**config.mk**
```make
export PLATFORM = sky130hd
export DESIGN_NAME = udp_ipv4_header_generator_flat
export DESIGN_NICKNAME = d
export VERILOG_FILES = /design/src/rtl/core/udp_hdr_pkg.sv /design/src/rtl/core/udp_hdr_if.sv /design/src/rtl/core/udp_ipv4_header_generator.sv /design/src/flat_wrapper.sv
export SDC_FILE = /design/constraint.sdc
export NUM_CORES = 1
export LEC_CHECK = 0
export BUFFER_PORTS_ARGS = -buffer_cell sky130_fd_sc_hd__buf_4
export CAP_MARGIN = 30
export CORE_ASPECT_RATIO = 1.25
export CORE_UTILIZATION = 28
export DETAILED_ROUTE_END_ITERATION = 12
export PLACE_DENSITY = 0.44
export SETUP_SLACK_MARGIN = 0.02
export SLEW_MARGIN = 20
export SYNTH_ARGS = -nofsm -noshare
export SYNTH_HDL_FRONTEND = slang
export SYNTH_SLANG_ARGS = --single-unit
```
**constraint.sdc**
```tcl
create_clock -name clk -period 10.48 [get_ports clk]
set_input_delay 1.048 -clock clk [delete_from_list [all_inputs] [get_ports clk]]
set_output_delay 1.048 -clock clk [all_outputs]
set_load 0.01 [all_outputs]
```
**src/rtl/core/udp_hdr_pkg.sv**
```systemverilog
// ============================================================================
// udp_hdr_pkg
// Shared widths, field constants, register indexes and word positions for the
// Ethernet/IPv4/UDP header generator.
// ============================================================================
package udp_hdr_pkg;

    localparam int LEN_W      = 16;
    localparam int WORD_W     = 16;
    localparam int IDX_W      = 5;
    localparam int CFG_IDX_W  = 3;
    localparam int CFG_DATA_W = 48;
    localparam int MAC_W      = 48;
    localparam int IP_W       = 32;
    localparam int PORT_W     = 16;

    // Checksum partial sums
    localparam int CFG_SUM_W  = 19;
    localparam int SUM_W      = 20;
    localparam int FOLD_W     = 17;

    typedef logic [WORD_W-1:0]    word_t;
    typedef logic [IDX_W-1:0]     idx_t;
    typedef logic [LEN_W-1:0]     len_t;
    typedef logic [CFG_IDX_W-1:0] cfg_idx_t;

    // Register indexes on the configuration port
    localparam cfg_idx_t REG_SOURCE_MAC  = 3'd0;
    localparam cfg_idx_t REG_SOURCE_IP   = 3'd1;
    localparam cfg_idx_t REG_DEST_IP     = 3'd2;
    localparam cfg_idx_t REG_SOURCE_PORT = 3'd3;
    localparam cfg_idx_t REG_DEST_PORT   = 3'd4;

    // Fixed header fields
    localparam word_t BCAST_WORD     = 16'hFFFF;
    localparam word_t ETHERTYPE_IPV4 = 16'h0800;
    localparam word_t IP_VER_IHL_TOS = 16'h4500;
    localparam word_t IP_IDENT       = 16'hA004;
    localparam word_t IP_FLAGS_FRAG  = 16'h0000;
    localparam word_t IP_TTL_PROTO   = 16'h4011;
    localparam word_t UDP_CSUM       = 16'h0000;
    localparam len_t  IP_UDP_HDR_LEN = 16'd28;
    localparam len_t  UDP_HDR_LEN    = 16'd8;

    // Word positions within the header
    localparam idx_t WI_DST_MAC0   = 5'd0;
    localparam idx_t WI_DST_MAC1   = 5'd1;
    localparam idx_t WI_DST_MAC2   = 5'd2;
    localparam idx_t WI_SRC_MAC0   = 5'd3;
    localparam idx_t WI_SRC_MAC1   = 5'd4;
    localparam idx_t WI_SRC_MAC2   = 5'd5;
    localparam idx_t WI_ETHERTYPE  = 5'd6;
    localparam idx_t WI_VER_IHL    = 5'd7;
    localparam idx_t WI_TOTAL_LEN  = 5'd8;
    localparam idx_t WI_IDENT      = 5'd9;
    localparam idx_t WI_FLAGS      = 5'd10;
    localparam idx_t WI_TTL_PROTO  = 5'd11;
    localparam idx_t WI_IP_CSUM    = 5'd12;
    localparam idx_t WI_SRC_IP0    = 5'd13;
    localparam idx_t WI_SRC_IP1    = 5'd14;
    localparam idx_t WI_DST_IP0    = 5'd15;
    localparam idx_t WI_DST_IP1    = 5'd16;
    localparam idx_t WI_SRC_PORT   = 5'd17;
    localparam idx_t WI_DST_PORT   = 5'd18;
    localparam idx_t WI_UDP_LEN    = 5'd19;
    localparam idx_t WI_UDP_CSUM   = 5'd20;
    localparam idx_t WI_LAST       = WI_UDP_CSUM;

    // Put the first wire byte in the low byte
    function automatic word_t swap16(input word_t w);
        return {w[7:0], w[15:8]};
    endfunction

endpackage

```
**src/rtl/core/udp_hdr_if.sv**
```systemverilog
// ============================================================================
// udp_hdr_len_if / udp_hdr_word_if
// Valid/ready channels: payload length requests in, header words out.
// ============================================================================
interface udp_hdr_len_if
    import udp_hdr_pkg::*;
();
    logic valid;
    logic ready;
    len_t payload_length;

    modport source (output valid, output payload_length, input ready);
    modport sink   (input valid, input payload_length, output ready);
endinterface

interface udp_hdr_word_if
    import udp_hdr_pkg::*;
();
    logic  valid;
    logic  ready;
    word_t header_word;
    idx_t  word_index;
    logic  last_word;

    modport source (output valid, output header_word, output word_index, output last_word,
                    input ready);
    modport sink   (input valid, input header_word, input word_index, input last_word,
                    output ready);
endinterface

```
**src/rtl/core/udp_ipv4_header_generator.sv**
```systemverilog
// ============================================================================
// udp_ipv4_header_generator
// Emits the 21-word broadcast Ethernet/IPv4/UDP header for each payload length.
// ============================================================================
// Flow: a taken request is held in the word sequencer, and each header word
//   passes through the output register. Throughput: one header word per cycle
//   while the receiver holds ready; the next request is taken as the last word leaves.
// Reset: rst_n (async, active low) clears the address/port registers to zero
//   and empties the word sequencer and output register.
module udp_ipv4_header_generator
    import udp_hdr_pkg::*;
(
    input  logic                  clk,
    input  logic                  rst_n,
    input  logic                  cfg_write,
    input  cfg_idx_t              cfg_index,
    input  logic [CFG_DATA_W-1:0] cfg_data,
    udp_hdr_len_if.sink           length,
    udp_hdr_word_if.source        header
);

    // ------------------------------------------------------------------
    // Configuration registers
    // ------------------------------------------------------------------
    logic [MAC_W-1:0]  source_mac_reg;
    logic [IP_W-1:0]   source_ip_reg;
    logic [IP_W-1:0]   dest_ip_reg;
    logic [PORT_W-1:0] source_port_reg;
    logic [PORT_W-1:0] dest_port_reg;

    always_ff @(posedge clk or negedge rst_n)
    begin
        if (!rst_n)
        begin
            source_mac_reg  <= '0;
            source_ip_reg   <= '0;
            dest_ip_reg     <= '0;
            source_port_reg <= '0;
            dest_port_reg   <= '0;
        end
        else if (cfg_write)
        begin
            case (cfg_index)
                REG_SOURCE_MAC:  source_mac_reg  <= cfg_data[MAC_W-1:0];
                REG_SOURCE_IP:   source_ip_reg   <= cfg_data[IP_W-1:0];
                REG_DEST_IP:     dest_ip_reg     <= cfg_data[IP_W-1:0];
                REG_SOURCE_PORT: source_port_reg <= cfg_data[PORT_W-1:0];
                REG_DEST_PORT:   dest_port_reg   <= cfg_data[PORT_W-1:0];
                default:         ; // drop writes to unused indexes
            endcase
        end
    end

    // ------------------------------------------------------------------
    // Static part of the IP checksum: fixed fields plus the four address
    // words. Registered; config is to change only while idle (not enforced
    // here), so it has settled long before any request reaches the checksum word.
    // ------------------------------------------------------------------
    logic [CFG_SUM_W-1:0] cfg_sum_reg;
    logic [CFG_SUM_W-1:0] cfg_sum_next;

    always_comb
    begin
        cfg_sum_next = CFG_SUM_W'(IP_VER_IHL_TOS) + CFG_SUM_W'(IP_IDENT)
                     + CFG_SUM_W'(IP_FLAGS_FRAG)  + CFG_SUM_W'(IP_TTL_PROTO)
                     + CFG_SUM_W'(source_ip_reg[31:16]) + CFG_SUM_W'(source_ip_reg[15:0])
                     + CFG_SUM_W'(dest_ip_reg[31:16])   + CFG_SUM_W'(dest_ip_reg[15:0]);
    end

    always_ff @(posedge clk)
    begin
        cfg_sum_reg <= cfg_sum_next;
    end

    // ------------------------------------------------------------------
    // Word sequencer: holds the current request and walks positions 0..20
    // ------------------------------------------------------------------
    logic  busy_reg;
    logic  busy_next;
    idx_t  idx_reg;
    idx_t  idx_next;
    len_t  len_reg;
    len_t  len_next;
    logic  advance;
    logic  take;

    // Output register
    logic  out_valid_reg;
    logic  out_valid_next;
    word_t out_word_reg;
    idx_t  out_idx_reg;
    logic  out_last_reg;

    // Move a word into the output register when it is empty or being drained
    assign advance = busy_reg && (!out_valid_reg || header.ready);

    // Take the next request while idle or while the last word leaves
    assign length.ready = !busy_reg || (advance && (idx_reg == WI_LAST));
    assign take         = length.valid && length.ready;

    always_comb
    begin
        busy_next = busy_reg;
        idx_next  = idx_reg;
        len_next  = len_reg;
        if (take)
        begin
            busy_next = 1'b1;
            idx_next  = WI_DST_MAC0;
            len_next  = length.payload_length;
        end
        else if (advance)
        begin
            if (idx_reg == WI_LAST)
            begin
                busy_next = 1'b0;
            end
            else
            begin
                idx_next = idx_reg + 1'b1;
            end
        end
    end

    always_ff @(posedge clk or negedge rst_n)
    begin
        if (!rst_n)
        begin
            busy_reg <= 1'b0;
            idx_reg  <= WI_DST_MAC0;
        end
        else
        begin
            busy_reg <= busy_next;
            idx_reg  <= idx_next;
        end
    end

    always_ff @(posedge clk)
    begin
        len_reg <= len_next;
    end

    // ------------------------------------------------------------------
    // Length fields and IP checksum. sum_reg and then fold_reg follow the
    // held length, well before the checksum word at position 12 is due.
    // ------------------------------------------------------------------
    len_t              total_len;
    len_t              udp_len;
    logic [SUM_W-1:0]  sum_reg;
    logic [SUM_W-1:0]  sum_next;
    logic [FOLD_W-1:0] fold_reg;
    logic [FOLD_W-1:0] fold_next;
    word_t             ip_csum;

    assign total_len = len_reg + IP_UDP_HDR_LEN;
    assign udp_len   = len_reg + UDP_HDR_LEN;

    assign sum_next  = SUM_W'(cfg_sum_reg) + SUM_W'(total_len);
    assign fold_next = FOLD_W'(sum_reg[15:0]) + FOLD_W'(sum_reg[SUM_W-1:16]);

    always_ff @(posedge clk)
    begin
        sum_reg  <= sum_next;
        fold_reg <= fold_next;
    end

    // Second end-around fold cannot carry again, then complement
    assign ip_csum = ~(fold_reg[15:0] + WORD_W'(fold_reg[16]));

    // ------------------------------------------------------------------
    // Header word select
    // ------------------------------------------------------------------
    word_t hdr_word;

    always_comb
    begin
        case (idx_reg)
            WI_DST_MAC0, WI_DST_MAC1, WI_DST_MAC2:
                hdr_word = BCAST_WORD;
            WI_SRC_MAC0:  hdr_word = source_mac_reg[47:32];
            WI_SRC_MAC1:  hdr_word = source_mac_reg[31:16];
            WI_SRC_MAC2:  hdr_word = source_mac_reg[15:0];
            WI_ETHERTYPE: hdr_word = ETHERTYPE_IPV4;
            WI_VER_IHL:   hdr_word = IP_VER_IHL_TOS;
            WI_TOTAL_LEN: hdr_word = total_len;
            WI_IDENT:     hdr_word = IP_IDENT;
            WI_FLAGS:     hdr_word = IP_FLAGS_FRAG;
            WI_TTL_PROTO: hdr_word = IP_TTL_PROTO;
            WI_IP_CSUM:   hdr_word = ip_csum;
            WI_SRC_IP0:   hdr_word = source_ip_reg[31:16];
            WI_SRC_IP1:   hdr_word = source_ip_reg[15:0];
            WI_DST_IP0:   hdr_word = dest_ip_reg[31:16];
            WI_DST_IP1:   hdr_word = dest_ip_reg[15:0];
            WI_SRC_PORT:  hdr_word = source_port_reg;
            WI_DST_PORT:  hdr_word = dest_port_reg;
            WI_UDP_LEN:   hdr_word = udp_len;
            WI_UDP_CSUM:  hdr_word = UDP_CSUM;
            default:      hdr_word = UDP_CSUM;
        endcase
    end

    // ------------------------------------------------------------------
    // Output register: hold until taken, load the next word on advance
    // ------------------------------------------------------------------
    always_comb
    begin
        out_valid_next = out_valid_reg;
        if (advance)
        begin
            out_valid_next = 1'b1;
        end
        else if (header.ready)
        begin
            out_valid_next = 1'b0;
        end
    end

    always_ff @(posedge clk or negedge rst_n)
    begin
        if (!rst_n)
        begin
            out_valid_reg <= 1'b0;
        end
        else
        begin
            out_valid_reg <= out_valid_next;
        end
    end

    always_ff @(posedge clk)
    begin
        if (advance)
        begin
            out_word_reg <= swap16(hdr_word);
            out_idx_reg  <= idx_reg;
            out_last_reg <= (idx_reg == WI_LAST);
        end
    end

    assign header.valid       = out_valid_reg;
    assign header.header_word = out_word_reg;
    assign header.word_index  = out_idx_reg;
    assign header.last_word   = out_last_reg;

endmodule

```
**src/flat_wrapper.sv**
```systemverilog
// flat-port wrapper written by rule: the top's interface ports become plain ports
module udp_ipv4_header_generator_flat import udp_hdr_pkg::*;
  (clk, rst_n, cfg_write, cfg_index, cfg_data, length_valid, length_payload_length, length_ready, header_valid, header_header_word, header_word_index, header_last_word, header_ready);
  udp_hdr_len_if length_i ();
  udp_hdr_word_if header_i ();
  input  logic clk;
  input  logic rst_n;
  input  logic cfg_write;
  input  cfg_idx_t cfg_index;
  input  logic [CFG_DATA_W-1:0] cfg_data;
  input wire logic [$bits(length_i.valid)-1:0] length_valid;
  input wire logic [$bits(length_i.payload_length)-1:0] length_payload_length;
  output wire logic [$bits(length_i.ready)-1:0] length_ready;
  output wire logic [$bits(header_i.valid)-1:0] header_valid;
  output wire logic [$bits(header_i.header_word)-1:0] header_header_word;
  output wire logic [$bits(header_i.word_index)-1:0] header_word_index;
  output wire logic [$bits(header_i.last_word)-1:0] header_last_word;
  input wire logic [$bits(header_i.ready)-1:0] header_ready;
  assign length_i.valid = length_valid;
  assign length_i.payload_length = length_payload_length;
  assign length_ready = length_i.ready;
  assign header_valid = header_i.valid;
  assign header_header_word = header_i.header_word;
  assign header_word_index = header_i.word_index;
  assign header_last_word = header_i.last_word;
  assign header_i.ready = header_ready;
  udp_ipv4_header_generator u_core (.clk(clk), .rst_n(rst_n), .cfg_write(cfg_write), .cfg_index(cfg_index), .cfg_data(cfg_data), .length(length_i), .header(header_i));
endmodule
```
==> impl_metrics.sql <==
INSERT INTO impl_metrics (metric_group, metric, value, unit) VALUES
('outcome', 'run_status', 'complete, no violations', ''),
('die', 'dieHeight', '244', 'um'),
('detailed_routing', 'via_count', '9601', ''),
('final_layout', 'area_growth_syn_to_fin', '18.8', '%'),
('synth', 'count_of_flip_flops_with_a_built_in_enable_after_synthesis', '38', ''),
('final_layout', 'final_area', '0.0156', 'mm^2'),
('critical_path', 'crit_type', 'flop to flop', ''),
('synth', 'syn_nets', '1345', ''),
('clock_tree', 'tritoncts', 'yes', ''),
('clock_tree', 'clk_pin_slew_worst_paths', '60', 'ps'),
('clock_tree', 'clkLatencyLatePin', '560', 'ps'),
('detailed_routing', 'remaining_drc_errors', '0', ''),
('clock_tree', 'ctsLongestPathBuffers', '3', ''),
('critical_path', 'r2r_end', 'u_core.cfg_sum_reg[16]', ''),
('timing', 'setup_viol', '0', ''),
('synth', 'post-synth-top-area-fraction', '28.8', '%'),
('run', 'drv.max_cap_violation_count', '0', ''),
('critical_path', 'critPathCaptureType', 'flop', ''),
('critical_path', 'worst-endpoint-arrival', '5050', 'ps'),
('clock_tree', 'ctsHtreeMaxLevel', '1', ''),
('clock_tree', 'cts_setup_buffers', '0', ''),
('synth', 'synth_cell_types', '72', ''),
('placed_design', 'placedCellCount', '1836', ''),
('power_and_ir_drop', 'power_per_cell_area', '332', 'mW/mm^2'),
('synth', 'ys_seq_area_share', '46.0', '%'),
('synth', 'ys.flop_type', 'sky130_fd_sc_hd__dfrtp_1', ''),
('timing', 'final_min_period_over_clock_period', '43.5', '%'),
('timing', 'max-slew-margin-rel', '32.0', '%'),
('detailed_routing', 'route.detailed.wl_per_inst', '22.1', 'um'),
('placed_design', 'port-buffer-count', '95', ''),
('timing', 'rsz_0062_raised_after_global_routing', 'false', ''),
('die', 'die_width', '196', 'um'),
('timing', 'final_sum_of_negative_setup_slack', '0', 'ps'),
('final_layout', 'insertedDiodeCount', '0', ''),
('synth', 'postSynthRegisterBits', '245', ''),
('critical_path', 'ff2ff_setup_slack', '5920', 'ps'),
('final_layout', 'final.fill_count', '4750', ''),
('die', 'num_rows', '88', ''),
('critical_path', 'startpoint_of_the_most_critical_register_to_register_path', 'u_core.source_ip_reg[16]', ''),
('placed_design', 'placedInstanceArea', '0.0146', 'mm^2'),
('synth', 'cells_after_synthesis', '1188', ''),
('synth', 'yosysWarningCount', '0', ''),
('placed_design', 'dp.final_hpwl', '31300', 'um'),
('die', 'initial_core_util', '28.4', '%'),
('detailed_routing', 'number_of_vias_per_cell', '5.08', ''),
('final_layout', 'final_nets', '1440', ''),
('detailed_routing', 'topRoutingLayerUsed', 'met4', ''),
('synth', 'synthTopCellsByArea', 'sky130_fd_sc_hd__dfrtp_1 (29%), sky130_fd_sc_hd__mux2_2 (11%), sky130_fd_sc_hd__edfxtp_1 (8.7%), sky130_fd_sc_hd__dfxtp_1 (8.5%), sky130_fd_sc_hd__fa_1 (5.2%)', ''),
('synth', 'syn_area', '0.0131', 'mm^2'),
('global_route', 'number_of_global_route_vias_before_repair', '10000', ''),
('clock_tree', 'cts_inserted_buffers', '29', ''),
('die', 'die_area', '0.0478', 'mm^2'),
('critical_path', 'worst_ep_required_time', '10970', 'ps'),
('critical_path', 'critPathMaxFanout', '8', ''),
('die', 'number_of_top_level_design_ports', '96', ''),
('timing', 'hold_viol_final', '0', ''),
('final_layout', 'largest_register_ffs', '48', ''),
('placed_design', 'gpl.final_weighted_congestion', '0.857', ''),
('clock_tree', 'clk_root_buffer_cell', 'sky130_fd_sc_hd__clkbuf_16', ''),
('detailed_routing', 'route.met2.wl', '20600', 'um'),
('synth', 'syn_area_per_cell', '11.1', 'um^2'),
('critical_path', 'ff2ff_path_depth', '16', ''),
('die', 'fp.coreArea', '0.0462', 'mm^2'),
('detailed_routing', 'detail_route.wirelength.met1', '18200', 'um'),
('timing', 'clock.fmax', '219', 'MHz'),
('power_and_ir_drop', 'peakVddDrop', '0.000136', 'V'),
('timing', 'finalHoldWorstSlack', '369', 'ps'),
('critical_path', 'critical_path.startpoint_type', 'flop', ''),
('synth', 'post-synth-top-area-cell', 'sky130_fd_sc_hd__dfrtp_1', ''),
('global_route', 'global_route.usage.total', '17.6', '%'),
('final_layout', 'post_layout_nonfiller_instances', '1890', '');
-- worst max path at each step --
stage	from	to	depth (start not counted)
global placement	u_core.source_ip_reg[16]	u_core.cfg_sum_reg[16]	16
floorplan	u_core.source_ip_reg[16]	u_core.cfg_sum_reg[16]	18
finish	u_core.source_ip_reg[16]	u_core.cfg_sum_reg[16]	16
CTS	u_core.source_ip_reg[16]	u_core.cfg_sum_reg[16]	16
global route	u_core.source_ip_reg[16]	u_core.cfg_sum_reg[16]	16
detailed placement	u_core.source_ip_reg[16]	u_core.cfg_sum_reg[16]	16
-- report_power, final --
group	total [mW]	switching, mW	internal, mW	leakage [nW]
sequential	1.57	0.257	1.31	2.65
combinational	2.56	1.47	1.09	3.57
clock	1.05	0.419	0.626	0.502
total	5.18	2.15	3.03	6.72
-- logic make-up after synthesis --
group,share of synthesized area [%]
AOI/OAI and AO/OA,12.6
and+or+nand+nor,10.0
adders and majority gates,10.0
xor gates and xnor gates,5.80
muxes,10.9
buffers and inverters,4.66
DFF,46.0
-- through the flow --
| stage | setup WS [ps] | util [%] |
|---|---|---|
| after floorplan | 6480 | - |
| after global placement | 6010 | 31.3 |
| after detailed placement | 5920 | 31.5 |
| after CTS | 5890 | 33.7 |
| after global routing | 5630 | 33.7 |
| final | 5920 | 33.7 |
-- synthesized netlist by cell type, drive strengths merged, types with 11 or more instances --
cell type and count:
a221oi 20, o21ai 46, fa 34, ha 51, dfxtp 56, nand2 77, a22oi 17, xnor2 49
xor2 38, nand3 35, and3 15, a211oi 13, edfxtp 38, a21oi 43, mux2 123, a222oi 19
dfrtp 151, clkbuf 28, nor2 56, a21o 18, nand4 15, inv 101, buf 23, nor3 11
-- critical path, cell delays in order, from the launching register on --
cell	delay, ps
sky130_fd_sc_hd__dfrtp_1	440
sky130_fd_sc_hd__a21o_1	230
sky130_fd_sc_hd__a21oi_1	410
sky130_fd_sc_hd__o21bai_1	220
sky130_fd_sc_hd__a21oi_1	280
sky130_fd_sc_hd__xnor2_1	120
sky130_fd_sc_hd__fa_1	490
sky130_fd_sc_hd__inv_1	50
sky130_fd_sc_hd__fa_1	490
sky130_fd_sc_hd__inv_1	40
sky130_fd_sc_hd__ha_1	420
sky130_fd_sc_hd__and3_1	280
sky130_fd_sc_hd__nand3_1	90
sky130_fd_sc_hd__or3_1	330
sky130_fd_sc_hd__a31o_2	270
sky130_fd_sc_hd__o21bai_1	150
sky130_fd_sc_hd__xor2_1	160
-- placed cells by master (no fill, tap or decap), types with 4 or more instances in the layout --
cell	instances
sky130_fd_sc_hd__nor2b_1	10
sky130_fd_sc_hd__o2111ai_1	4
sky130_fd_sc_hd__nand4_1	15
sky130_fd_sc_hd__clkinv_2	5
sky130_fd_sc_hd__a221oi_1	19
sky130_fd_sc_hd__mux2_2	123
sky130_fd_sc_hd__xnor2_1	49
sky130_fd_sc_hd__a222oi_1	19
sky130_fd_sc_hd__a21boi_0	4
sky130_fd_sc_hd__nor3_1	10
sky130_fd_sc_hd__dfxtp_1	56
sky130_fd_sc_hd__clkbuf_8	7
sky130_fd_sc_hd__nand3_1	35
sky130_fd_sc_hd__edfxtp_1	38
sky130_fd_sc_hd__o21bai_1	5
sky130_fd_sc_hd__nand2b_1	10
sky130_fd_sc_hd__and4_1	4
sky130_fd_sc_hd__inv_1	100
sky130_fd_sc_hd__clkbuf_16	32
sky130_fd_sc_hd__nand2_1	77
sky130_fd_sc_hd__o21a_1	6
sky130_fd_sc_hd__o211ai_1	5
sky130_fd_sc_hd__o21ai_0	45
sky130_fd_sc_hd__a22o_1	8
sky130_fd_sc_hd__a22oi_1	17
sky130_fd_sc_hd__and3_1	15
sky130_fd_sc_hd__fa_1	34
sky130_fd_sc_hd__a31o_2	4
sky130_fd_sc_hd__a21o_1	17
sky130_fd_sc_hd__xor2_1	38
sky130_fd_sc_hd__buf_4	110
sky130_fd_sc_hd__mux2i_1	4
sky130_fd_sc_hd__dfrtp_1	151
sky130_fd_sc_hd__a211oi_1	13
sky130_fd_sc_hd__nor2_1	54
sky130_fd_sc_hd__a21oi_1	43
sky130_fd_sc_hd__ha_1	51
-- routing by layer --
metal  vias up  global-route usage (%)
met5         -                       0
met1      4842                    22.6
met2       234                    30.7
met3        76                    1.67
li1       4449                       -
met4         0                    6.48
-- final cells by class --
class	count	area [um^2]	area share [%]
sequential	245	6040	38.7
clock inverter	12	101	0.650
tap	585	732	4.69
timing repair buffer	115	922	5.91
inverter	101	379	2.43
clock buffer	41	905	5.80
multi-input combinational	791	6510	41.8
Power figures use the tool's default switching activity.
